$ cat config.mk
export PLATFORM = sky130hd
export DESIGN_NAME = tcw_queue
export DESIGN_NICKNAME = d
export VERILOG_FILES = /design/src/tcw_pkg.sv /design/src/tcw_queue.sv
export SDC_FILE = /design/constraint.sdc
export NUM_CORES = 1
export LEC_CHECK = 0
export BUFFER_PORTS_ARGS = -buffer_cell sky130_fd_sc_hd__buf_2
export CAP_MARGIN = 20
export CORE_UTILIZATION = 40
export DETAILED_ROUTE_END_ITERATION = 10
export MAX_ROUTING_LAYER = met4
export PLACE_DENSITY = 0.69
export SETUP_SLACK_MARGIN = 0.1
export SYNTH_ARGS = -nofsm -noshare
export SYNTH_HDL_FRONTEND = slang
export SYNTH_SLANG_ARGS = --single-unit
$ cat constraint.sdc
create_clock -name clk -period 2.1 [get_ports clk]
set_clock_uncertainty 0.1 [all_clocks]
set_input_delay 0.21 -clock clk [delete_from_list [all_inputs] [get_ports clk]]
set_output_delay 0.21 -clock clk [all_outputs]
set_load 0.02 [all_outputs]
$ cat src/tcw_pkg.sv
// Shared types and constants for the text console writer.
package tcw_pkg;

  // Screen geometry
  localparam int COLUMNS        = 80;
  localparam int ROWS           = 25;
  localparam int CELL_COUNT     = COLUMNS * ROWS;
  localparam int LAST_ROW_START = (ROWS - 1) * COLUMNS;
  localparam int ADDR_W         = $clog2(CELL_COUNT);
  localparam int CURSOR_W       = 11;
  localparam int COL_W          = (COLUMNS > 1) ? $clog2(COLUMNS) : 1;

  // Character and attribute constants
  localparam logic [7:0] NEWLINE_CODE = 8'd10;
  localparam logic [7:0] RESET_ATTR   = 8'd15;
  localparam logic [7:0] BLANK_CHAR   = 8'd0;

  // Input operation codes
  localparam logic [1:0] OP_PUT   = 2'd0;
  localparam logic [1:0] OP_CLEAR = 2'd1;
  localparam logic [1:0] OP_READ  = 2'd2;

  // Command queue depth
  localparam int QUEUE_DEPTH = 4;
  localparam int QPTR_W      = $clog2(QUEUE_DEPTH);

  typedef struct packed {
    logic [1:0]  op;
    logic [7:0]  char_code;
    logic [7:0]  attr;
    logic [10:0] cell_index;
  } tcw_item_t;

  typedef struct packed {
    logic [CURSOR_W-1:0] cursor_cell;
    logic [7:0]          read_char;
    logic [7:0]          read_attr;
    logic                scrolled;
  } tcw_result_t;

  typedef struct packed {
    logic [7:0] ch;
    logic [7:0] at;
  } tcw_cell_t;

  typedef enum logic [2:0] {
    CMD_PUT,
    CMD_NEWLINE,
    CMD_CLEAR,
    CMD_READ,
    CMD_NOP
  } tcw_kind_t;

  typedef struct packed {
    tcw_kind_t   kind;
    logic [7:0]  char_code;
    logic [7:0]  attr;
    logic [10:0] cell_index;
    logic        in_range;
  } tcw_cmd_t;

  typedef enum logic [2:0] {
    ST_INIT,
    ST_IDLE,
    ST_READ_WAIT,
    ST_SCROLL_COPY,
    ST_SCROLL_BLANK,
    ST_SCROLL_PUT,
    ST_CLEAR
  } tcw_state_t;

endpackage

$ cat src/tcw_queue.sv
// Short command queue between the front and back ends.
module tcw_queue import tcw_pkg::*; (
  input  logic     clk,
  input  logic     rst,
  input  logic     push,
  input  tcw_cmd_t push_cmd,
  output logic     full,
  input  logic     pop,
  output logic     head_valid,
  output tcw_cmd_t head_cmd
);

  tcw_cmd_t            entries [QUEUE_DEPTH];
  logic [QPTR_W-1:0]   wr_ptr;
  logic [QPTR_W-1:0]   rd_ptr;
  logic [QPTR_W:0]     count;
  logic [QPTR_W:0]     count_next;

  assign full       = (count == (QPTR_W + 1)'(QUEUE_DEPTH));
  assign head_valid = (count != '0);
  assign head_cmd   = entries[rd_ptr];

  always_comb begin
    count_next = count;
    if (push && !pop) begin
      count_next = count + 1'b1;
    end else if (pop && !push) begin
      count_next = count - 1'b1;
    end
  end

  // Pointers and fill level
  always_ff @(posedge clk) begin
    if (rst) begin
      wr_ptr <= '0;
      rd_ptr <= '0;
      count  <= '0;
    end else begin
      if (push) begin
        wr_ptr <= wr_ptr + 1'b1;
      end
      if (pop) begin
        rd_ptr <= rd_ptr + 1'b1;
      end
      count <= count_next;
    end
  end

  always_ff @(posedge clk) begin
    if (push) begin
      entries[wr_ptr] <= push_cmd;
    end
  end

endmodule

==> impl_metrics.env <==
export IMPL_status="finished clean"
export IMPL_ctsLongestPathBuffers=2
export IMPL_ys_types=20
export IMPL_gp_congestion=0.686
export IMPL_grt_pass1_vias=2527
export IMPL_die_h_um=113
export IMPL_drt_wl_total_um=8320
export IMPL_worst_pin_slew_ns=0.855
export IMPL_route_vias_total=2375
export IMPL_drcViolationCount=0
export IMPL_drtIter0Drc=130
export IMPL_antennaDiodeCount=0
export IMPL_min_path_type="input pin to flop"
export IMPL_die_area_um2=12700
export IMPL_syn_area_per_cell_um2=23.9
export IMPL_dr_pass1_iters=4
export IMPL_io_pins=68
export IMPL_core_um2=12000
export IMPL_p_per_area_nw_per_um2=1050
export IMPL_syn_num_nets=246
export IMPL_seq_area_frac_synth_pct=79.6
export IMPL_timing_fmax_mhz=495
export IMPL_n_fill_cell=902
export IMPL_insertion_delay_ns=0.41
export IMPL_cts_buffers=17
export IMPL_clkSlewWorstSetupHoldPaths_ns=0.05
export IMPL_hold_viol_final=0
export IMPL_via_per_inst=4.89
export IMPL_setup_tns_ns=0
export IMPL_slew_limit_headroom_pct=43.0
export IMPL_netlist_area_um2=4900
export IMPL_yosys_top_cells_area="edfxtp_1 (76%), mux4_2 (14%), dfxtp_1 (3.7%), ha_1 (1.3%), buf_6 (0.69%)"
export IMPL_crit_required_ns=1.79
export IMPL_critPathCaptureType="output port"
export IMPL_antenna_found_initial=0
export IMPL_detailed_place_hpwl_um=4810
export IMPL_maxSlewViolCount=0
export IMPL_combPwrFrac_pct=12.3
export IMPL_synth_edff_count=124
export IMPL_wl_per_cell_um=17.1
export IMPL_holdWs_ns=0.0297
export IMPL_switching_share_pct=21.6
export IMPL_ys_async_sr_fraction_pct=0
export IMPL_switchingPower_mw=1.51
export IMPL_grt_use_total_pct=15.0
export IMPL_ant_nets=0
export IMPL_p_leak_nw=2.34
export IMPL_rows=40
export IMPL_start_util_pct=41.0
export IMPL_path_max_fanout=7
export IMPL_cts_root_buf="clkbuf_16"
export IMPL_start_kind="flop"
export IMPL_vdd_drop_max_uv=505
export IMPL_p_clk_share_pct=43.3
export IMPL_yosysWarnings=0
export IMPL_max_cap_violations=0
export IMPL_rsz0062_at_grt="yes"
export IMPL_crit_arrival_ns=1.71
export IMPL_clock_sinks=133
export IMPL_seq_area_um2=3910
export IMPL_die_w_um=113
export IMPL_synth_ff_type="edfxtp_1"
export IMPL_synth_top_area_share_pct=75.9
export IMPL_power_internal_mw=5.46
export IMPL_fin_crit_sh_pct=96.1
export IMPL_syn_to_final_growth_pct=35.6
export IMPL_final_cell_mix="edfxtp_1 (124), buf_2 (37), dlygate4sd3_1 (32)"
export IMPL_crit_type="flop to output port"
export IMPL_synth_seq_cells=133
export IMPL_grt_pass1_wl_um=13100
export IMPL_synthCells=205
export IMPL_ctsHtreeMaxLevel=4
export IMPL_multi_input_area_um2=935
export IMPL_grt_start_max_net_pins=32
export IMPL_gr_total_overflow=0
export IMPL_nets=367
export IMPL_final_common_cell="edfxtp_1"
export IMPL_cts_tree="done"
export IMPL_port_buffers=67
export IMPL_drive_gt1_share_pct=42.2
export IMPL_finalCriticalPeriod_ns=2.02
export IMPL_setup_viol=0
export IMPL_seq_power_share_pct=44.4
export IMPL_yosys_area_top_type="edfxtp_1"
-- critical path: stages, from the launching register on --
cell and delay (ns):
dfxtp_4 0.44, clkbuf_16 0.19, mux4_2 0.51, buf_6 0.15
-- per-layer routing --
layer / vias to the layer above / wire length [µm] / global-route usage, %
li1: 1099 / - / -
met1: 1208 / 3740 / 17.5
met2: 57 / 4210 / 24.3
met3: 11 / 248 / 3.64
met4: 0 / 123 / 7.47
met5: - / 0 / -
-- Yosys cell counts (3+ instances only) --
cell type and n:
buf_2 3, xor2_1 3, buf_6 3, mux4_2 30, edfxtp_1 124, and2_1 4, ha_1 5, inv_1 4
dfxtp_1 9, nor2_1 7
-- logic make-up (layout without fill, tap and decap cells) --
group | Yosys count | count (layout) | synth area share, %
flip-flops | 133 | 133 | 79.6
multiplexers | 33 | 33 | 14.7
AND/OR/NAND/NOR | 15 | 15 | 1.53
buffers and inverters | 11 | 145 | 1.38
adder cells (fa/ha/maj) | 6 | 6 | 1.68
XOR/XNOR | 5 | 5 | 0.893
AO/OA/AOI/OAI | 2 | 2 | 0.204
-- final timing paths --
path             start              to  slack, ns  cells past startpoint
max               flop    head_cmd[28]       0.08                      3
min                pop       rd_ptr[0]       0.03                      3
max reg2reg  wr_ptr[0]  entries[2][20]       0.31                      3
min reg2reg   count[2]        count[2]       0.40                      2
-- final cells by class --
| class | count | area share (%) |
|---|---|---|
| Clock buffer | 17 | 6.40 |
| Clock inverter | 15 | 2.82 |
| Inverter | 4 | 0.226 |
| Multi-Input combinational cell | 61 | 14.1 |
| Sequential cell | 133 | 58.8 |
| Tap cell | 147 | 2.77 |
| Timing Repair Buffer | 109 | 14.9 |
-- power by group through the flow --
| stage | combinational [mW] | clock [mW] | sequential [mW] |
|---|---|---|---|
| floorplan | 0.442 | 0 | 3.13 |
| global placement | 0.660 | 0 | 3.13 |
| detailed placement | 0.673 | 0 | 3.14 |
| CTS | 0.761 | 3.08 | 3.09 |
| global route | 0.917 | 3.17 | 3.11 |
| finish | 0.855 | 3.02 | 3.09 |
-- through the flow --
step	cells	worst slack, ns	instance area [µm²]	utilization, %	total power [mW]
after floorplan	205	0.300	4900	-	3.57
after global placement	419	0.331	5460	45.6	3.79
after detailed placement	419	0.269	5460	45.6	3.82
after CTS	485	0.0378	6470	54.1	6.94
after global routing	486	0.0204	6650	55.6	7.20
final	486	0.0814	6650	55.6	6.97
-- flip-flops by register name (all words and copies together) (netlist names), named ones only --
register,flops
count,3
rd_ptr,2
entries,124
wr_ptr,2
-- what timing repair did --
item                                    in CTS  in global routing
pin swaps                                    0                  0
endpoints found under the setup margin      23                 31
buffers inserted                             1                  0
gates resized for setup                     15                 51
cloned                                       1                  1
hold endpoints to repair                   133                  0
hold buffers                                32                  0
No activity file was read; power rests on OpenSTA's default activity.
