===== src/tcw_pkg.sv =====
// Shared types and constants for the text console writer.
package tcw_pkg;

  // Screen geometry
  localparam int COLUMNS        = 80;
  localparam int ROWS           = 25;
  localparam int CELL_COUNT     = COLUMNS * ROWS;
  localparam int LAST_ROW_START = (ROWS - 1) * COLUMNS;
  localparam int ADDR_W         = $clog2(CELL_COUNT);
  localparam int CURSOR_W       = 11;
  localparam int COL_W          = (COLUMNS > 1) ? $clog2(COLUMNS) : 1;

  // Character and attribute constants
  localparam logic [7:0] NEWLINE_CODE = 8'd10;
  localparam logic [7:0] RESET_ATTR   = 8'd15;
  localparam logic [7:0] BLANK_CHAR   = 8'd0;

  // Input operation codes
  localparam logic [1:0] OP_PUT   = 2'd0;
  localparam logic [1:0] OP_CLEAR = 2'd1;
  localparam logic [1:0] OP_READ  = 2'd2;

  // Command queue depth
  localparam int QUEUE_DEPTH = 4;
  localparam int QPTR_W      = $clog2(QUEUE_DEPTH);

  typedef struct packed {
    logic [1:0]  op;
    logic [7:0]  char_code;
    logic [7:0]  attr;
    logic [10:0] cell_index;
  } tcw_item_t;

  typedef struct packed {
    logic [CURSOR_W-1:0] cursor_cell;
    logic [7:0]          read_char;
    logic [7:0]          read_attr;
    logic                scrolled;
  } tcw_result_t;

  typedef struct packed {
    logic [7:0] ch;
    logic [7:0] at;
  } tcw_cell_t;

  typedef enum logic [2:0] {
    CMD_PUT,
    CMD_NEWLINE,
    CMD_CLEAR,
    CMD_READ,
    CMD_NOP
  } tcw_kind_t;

  typedef struct packed {
    tcw_kind_t   kind;
    logic [7:0]  char_code;
    logic [7:0]  attr;
    logic [10:0] cell_index;
    logic        in_range;
  } tcw_cmd_t;

  typedef enum logic [2:0] {
    ST_INIT,
    ST_IDLE,
    ST_READ_WAIT,
    ST_SCROLL_COPY,
    ST_SCROLL_BLANK,
    ST_SCROLL_PUT,
    ST_CLEAR
  } tcw_state_t;

endpackage


===== src/tcw_front.sv =====
// Front end: accepts input transactions and classifies them into commands.
module tcw_front import tcw_pkg::*; (
  input  logic      clk,
  input  logic      rst,
  input  logic      item_valid,
  output logic      item_stall,
  input  tcw_item_t item,
  input  logic      init_busy,
  output logic      push,
  output tcw_cmd_t  push_cmd,
  input  logic      queue_full
);

  logic      front_valid;
  logic      front_valid_next;
  tcw_cmd_t  front_cmd;
  tcw_cmd_t  cmd_next;
  logic      accept;

  // Hold off while the screen is still being cleared after reset, or while a command is held and the queue is full
  assign item_stall = init_busy || (front_valid && queue_full);
  assign accept     = item_valid && !item_stall;
  assign push       = front_valid && !queue_full;
  assign push_cmd   = front_cmd;

  // Classify the operation
  always_comb begin
    cmd_next.char_code  = item.char_code;
    cmd_next.attr       = item.attr;
    cmd_next.cell_index = item.cell_index;
    cmd_next.in_range   = ({1'b0, item.cell_index} < 12'(CELL_COUNT));
    case (item.op)
      OP_PUT: begin
        cmd_next.kind = (item.char_code == NEWLINE_CODE) ? CMD_NEWLINE : CMD_PUT;
      end
      OP_CLEAR: cmd_next.kind = CMD_CLEAR;
      OP_READ:  cmd_next.kind = CMD_READ;
      default:  cmd_next.kind = CMD_NOP;
    endcase
  end

  always_comb begin
    front_valid_next = front_valid;
    if (accept) begin
      front_valid_next = 1'b1;
    end else if (push) begin
      front_valid_next = 1'b0;
    end
  end

  always_ff @(posedge clk) begin
    if (rst) begin
      front_valid <= 1'b0;
    end else begin
      front_valid <= front_valid_next;
    end
  end

  always_ff @(posedge clk) begin
    if (accept) begin
      front_cmd <= cmd_next;
    end
  end

endmodule


===== config.mk =====
export PLATFORM = sky130hd
export DESIGN_NAME = tcw_front
export DESIGN_NICKNAME = d
export VERILOG_FILES = /design/src/tcw_pkg.sv /design/src/tcw_front.sv
export SDC_FILE = /design/constraint.sdc
export NUM_CORES = 1
export LEC_CHECK = 0
export BUFFER_PORTS_ARGS = -buffer_cell sky130_fd_sc_hd__buf_2
export CORE_ASPECT_RATIO = 0.6
export CORE_UTILIZATION = 37
export CTS_BUF_LIST = sky130_fd_sc_hd__clkbuf_4 sky130_fd_sc_hd__clkbuf_8 sky130_fd_sc_hd__clkbuf_16
export DETAILED_ROUTE_END_ITERATION = 10
export HOLD_SLACK_MARGIN = 0.08
export PLACE_DENSITY = 0.73
export SYNTH_ARGS = -nofsm -noshare
export SYNTH_HDL_FRONTEND = slang
export SYNTH_SLANG_ARGS = --single-unit

===== constraint.sdc =====
create_clock -name clk -period 2.22 [get_ports clk]
set_input_delay 0.111 -clock clk [delete_from_list [all_inputs] [get_ports clk]]
set_output_delay 0.111 -clock clk [all_outputs]
set_load 0.1 [all_outputs]

==> run_results.csv, run 1 <==
group,metric,value,unit
finish,areaGrowthSynthToFinish,70.1,%
finish,diodes,0,
floorplan,initial_core_util,0.412,
synth,yosysUniqueCellTypes,15,
timing,finalCriticalPeriod,1.29,ns
clock_tree,cts_tree,"yes",
grt,grt_pass1_vias,833,
synth,ys_seq_elements,32,
grt,grt-ovfl-total,0,
floorplan,row_count,14,
placed_design,post-place-ws,0.957,ns
min_path,min_path_cells,3,
clock_tree,post-cts-setup-buffers,0,
power,leakage,0.786,nW
worst_setup_path,r2r_cells,3,
detailed_routing,drc_errors,0,
finish,final_common_cell,"buf_2",
floorplan,die_width,72.0,um
detailed_routing,via_per_inst,4.23,
clock_tree,cts_max_level,2,
detailed_routing,wl_per_cell,12.3,um
grt,antenna_found_initial,0,
timing,holdWs,0.0886,ns
placed_design,gp_congestion,0.639,
detailed_routing,finalWirelength,2370,um
detailed_routing,vias,816,
synth,yosysSeqAreaShare,0.874,
clock_tree,ctsRootBufferMaster,"clkbuf_8",
timing,final.setup.tns,0,ns
min_path,holdCritPathClass,"input port to flip-flop",
detailed_routing,first_pass_iters,2,
timing,tightest_slew,0.497,ns
clock_tree,insertion_delay,0.28,ns
flow_run,cap_violations,0,
min_path,hold_end,"front_valid",
timing,max_freq,773,MHz
power,ir_worst_vdd,0.599,mV
synth,synth_warnings,0,
detailed_routing,drt_iter0_drc,17,
worst_setup_path,critPathLaunchType,"flip-flop",
worst_setup_path,r2r-start,"front_valid",
floorplan,die_area,3170,um2
clock_tree,path_clk_slew,0.07,ns
timing,fin_crit_sh,0.583,
worst_setup_path,rr_endpoint,"push_cmd[5]",
timing,grt_setup_unrepaired,"false",
min_path,min_from,"queue_full",
timing,finalMaxSlewViolations,0,
clock_tree,postCtsHoldBufs,28,
worst_setup_path,endpoint_kind,"output port",
floorplan,coreArea,2650,um2
outcome,status,"finished, final reports clean",
grt,grtUsageTotal,0.162,
grt,grt_pass1_wl,3560,um
synth,synth_area,1090,um2
placed_design,io_buffers,66,
timing,setup_violations,0,
worst_setup_path,crit_required,2.11,ns
clock_tree,ctsResizeCount,0,
worst_setup_path,reg2reg_setup_slack,0.95,ns
floorplan,die_h,44.0,um
clock_tree,cts_num_sinks,32,
timing,hold_viol,0,
timing,relSlewSlack,0.671,
grt,grt_start_max_net_pins,32,
worst_setup_path,crit_type,"flip-flop to output port",
synth,synth.net_count,86,
worst_setup_path,crit_path_start,"front_valid",
timing,clock_skew,0.00421,ns
detailed_routing,antenna_left,0,
clock_tree,clockBufferDepth,2,
synth,syn_avg_cell_area,21.8,um2
power,power.density,781,nW/um2
floorplan,ios,67,
timing,setup_ws,0.926,ns
clock_tree,cts_buffers,5,
worst_setup_path,worstPathMaxFanout,3,
finish,final_cell_mix,"buf_2, edfxtp_1, dlygate4sd3_1",
worst_setup_path,critPathArrivalTime,1.18,ns
finish,drive_above_1_share,0.516,
synth,synthCells,50,
finish,fin_nets,188,
-- cells by family after synthesis --
logic type                 after synthesis  share of synthesized area
AOI/OAI and AO/OA                        4                     0.0276
buffers and inverters                    3                     0.0103
adders and majority gates                2                     0.0230
and+or+nand+nor                          9                     0.0655
DFF                                     32                      0.874
-- how the worst max path moves through the flow --
stage / cells past startpoint / endpoint / slack, ns
2_1_floorplan: 2 / push_cmd[0] / 0.06
3_3_place_gp: 3 / push_cmd[30] / 0.99
3_5_place_dp: 3 / push_cmd[26] / 0.96
4_1_cts: 2 / item_stall / 0.92
5_1_grt: 2 / item_stall / 0.87
6_report: 2 / item_stall / 0.93
-- flip-flops by register name, indices dropped and copies added (netlist names) --
name	flops
front_valid	1
push_cmd	31
-- report_power, final --
| part | internal, mW | switching (mW) | total, mW |
|---|---|---|---|
| Clock | 0.221 | 0.218 | 0.439 |
| Combinational | 0.0770 | 0.230 | 0.307 |
| Sequential | 0.694 | 0.00565 | 0.699 |
-- final cells by class --
class	instances	area, um2
clock buffers	5	68.8
well taps	40	50.0
repair buffers	95	618
inverters	3	11.3
flip-flops and latches	32	951
fillers	192	793
clock inverters	3	23.8
multi-input cells	15	129
-- critical path: stages (launching register included) --
cell     delay (ns)
dfxtp_1        0.34
a21o_1         0.14
buf_2          0.43
-- through the flow --
stage                     total power, mW  instance area, um2  utilization  instances
final                                1.45                1850        0.700        193
after global placement              0.977                1480        0.559        157
after global routing                 1.50                1850        0.700        193
after CTS                            1.46                1850        0.700        193
after floorplan                     0.920                1090            -         50
after detailed placement            0.981                1480        0.559        157
-- layer usage --
layer  GRT usage  wire, um  share of wire  up-vias
met4      0.0706        17         0.0072        0
met2       0.304      1290           0.54       39
li1            -         -              -      398
met1       0.148       844           0.36      376
met5           0         0              0        -
met3      0.0866       220          0.093        3
-- synth_stat cells --
master / number / area [um2]
and3_1: 1 / 6.26
nor2b_1: 2 / 12.5
a21o_1: 1 / 7.51
o2111ai_1: 1 / 8.76
dfxtp_1: 1 / 20.0
inv_1: 3 / 11.3
nor2_1: 1 / 3.75
nor2b_2: 1 / 8.76
ha_1: 2 / 25.0
a21oi_1: 1 / 5.00
nand2_1: 1 / 3.75
nand2b_1: 1 / 6.26
a31o_1: 1 / 8.76
edfxtp_1: 31 / 931
nor4b_2: 2 / 30.0
No activity file was read; power rests on OpenSTA's default activity.
==> inputs of run 2 (changes only) <==
Clock period 2.22 ns to 1.1 ns, I/O delays scaled along.
==> run 2 against run 1 <==
  * The flow now finishes with violations (negative setup slack)
  * Total power is 110% higher
  * Highest routed layer unchanged
  * Die area stayed put
  * Setup slack worse by 0.99 ns
  * Largest cell class is now buffers
  * Critical path type is now flip-flop to flip-flop
  * Combinational power is 150% higher
==> run_results.csv, run 2 (synthesis results as in run 1) <==
group,metric,value,unit
timing,relSlewSlack,0.677,
placed_design,dp.cells,159,
outcome,violations,"negative setup slack",
outcome,status,"finished with violations",
finish,drive_above_1_share,0.532,
floorplan,coreArea,2650,um2
detailed_routing,finalWirelength,2840,um
power,p_sw_frac,0.295,
power,power.density,1370,nW/um2
grt,grtUsageTotal,0.203,
floorplan,initial_core_util,0.412,
grt,antenna_found_initial,0,
finish,largest_reg_flops,31,
power,ir_worst_vdd,0.967,mV
timing,tightest_slew,0.488,ns
finish,final_area,2260,um2
timing,hold_viol,0,
clock_tree,postCtsHoldBufs,29,
floorplan,row_count,14,
grt,grt_start_max_net_pins,17,
timing,final.setup.tns,-1.81,ns
finish,fin_cells,196,
detailed_routing,vias,851,
placed_design,gp_congestion,0.699,
power,switchingPower,0.911,mW
placed_design,io_buffers,66,
detailed_routing,first_pass_iters,4,
timing,grt_setup_unrepaired,"true",
finish,fin_nets,191,
clock_tree,cts_buffers,5,
clock_tree,ctsRootBufferMaster,"clkbuf_8",
power,comb_power_share,0.248,
worst_setup_path,crit_required,1.09,ns
clock_tree,cts_num_sinks,32,
power,p_clk_frac,0.287,
finish,final_core_util,0.853,
detailed_routing,via_per_inst,4.34,
finish,final_cell_mix,"buf_2, edfxtp_1, dlygate4sd3_1",
timing,setup_violations,32,
clock_tree,cts_tree,"yes",
grt,grt_pass1_wl,4290,um
worst_setup_path,worstPathMaxFanout,16,
detailed_routing,wl_per_cell,14.5,um
power,cellInternalPower,2.18,mW
placed_design,dpl_cell_area,1850,um2
worst_setup_path,endpoint_kind,"flip-flop",
finish,final_common_cell,"buf_2",
grt,grt_pass1_vias,935,
detailed_routing,antenna_left,0,
timing,finalCriticalPeriod,1.16,ns
timing,finalMaxSlewViolations,0,
worst_setup_path,critPathLaunchType,"flip-flop",
floorplan,die_area,3170,um2
clock_tree,clockBufferDepth,2,
clock_tree,cts_max_level,2,
floorplan,die_h,44.0,um
finish,areaGrowthSynthToFinish,107,%
finish,diodes,0,
flow_run,cap_violations,0,
floorplan,ios,67,
power,seqPwrFrac,0.464,
detailed_routing,drt_iter0_drc,32,
timing,fin_crit_sh,1.06,
worst_setup_path,critPathArrivalTime,1.15,ns
placed_design,post-place-ws,-0.0575,ns
timing,clock_skew,0.00500,ns
worst_setup_path,crit_type,"flip-flop to flip-flop",
min_path,holdCritPathClass,"input port to flip-flop",
clock_tree,insertion_delay,0.28,ns
timing,max_freq,861,MHz
detailed_routing,drc_errors,0,
clock_tree,path_clk_slew,0.06,ns
floorplan,die_width,72.0,um
timing,setup_ws,-0.0616,ns
power,leakage,0.935,nW
grt,grt-ovfl-total,0,
run 2: metrics by stage:
step | total power [mW] | hold WS (ns)
final | 3.09 | 0.0584
after global routing | 3.20 | 0.0711
after CTS | 3.10 | 0.0537
after detailed placement | 2.13 | 0.212
after global placement | 2.12 | 0.204
after floorplan | 1.86 | 0.117
run 2: repair_timing:
action | in CTS | in global routing
gates resized for setup | 2 | 9
gates cloned | 0 | 0
buffers inserted | 0 | 0
endpoints found under the hold margin | 29 | 1
endpoints found under the setup margin | 33 | 42
pin swaps | 2 | 0
run 2: area by class of cell:
type | count | area, um2
repair buffers | 98 | 1010
flip-flops and latches | 32 | 952
fillers | 129 | 388
multi-input cells | 15 | 144
clock buffers | 7 | 83.8
well taps | 40 | 50.0
inverters | 3 | 11.3
clock inverters | 1 | 3.75
run 2: final timing paths:
path               startpoint     endpoint  slack [ns]  cells after the start
setup / recovery  front_valid  push_cmd[7]       -0.06                      3
hold / removal     queue_full  front_valid        0.06                      3
setup reg to reg  front_valid  push_cmd[7]       -0.06                      3
hold reg to reg   front_valid  front_valid        0.47                      2
run 2: worst max-delay path, stage by stage (launching register included):
cell and delay, ns:
dfxtp_2 0.33, a21o_4 0.22, nor2_4 0.14, buf_12 0.17
run 2: power by group through the flow:
| stage | Combinational, mW | Clock, mW | Sequential, mW |
|---|---|---|---|
| 3_3_place_gp | 0.663 | 0 | 1.46 |
| 2_1_floorplan | 0.0712 | 0 | 1.79 |
| 3_5_place_dp | 0.675 | 0 | 1.46 |
| 5_1_grt | 0.791 | 0.974 | 1.44 |
| 4_1_cts | 0.758 | 0.907 | 1.43 |
| 6_report | 0.767 | 0.887 | 1.43 |
run 2: routing by layer:
metal / up-vias / part of all wire / track usage
li1: 400 / - / -
met1: 415 / 0.37 / 0.195
met2: 34 / 0.56 / 0.385
met3: 2 / 0.064 / 0.0888
met4: 0 / 0.0067 / 0.0941
met5: - / 0 / 0
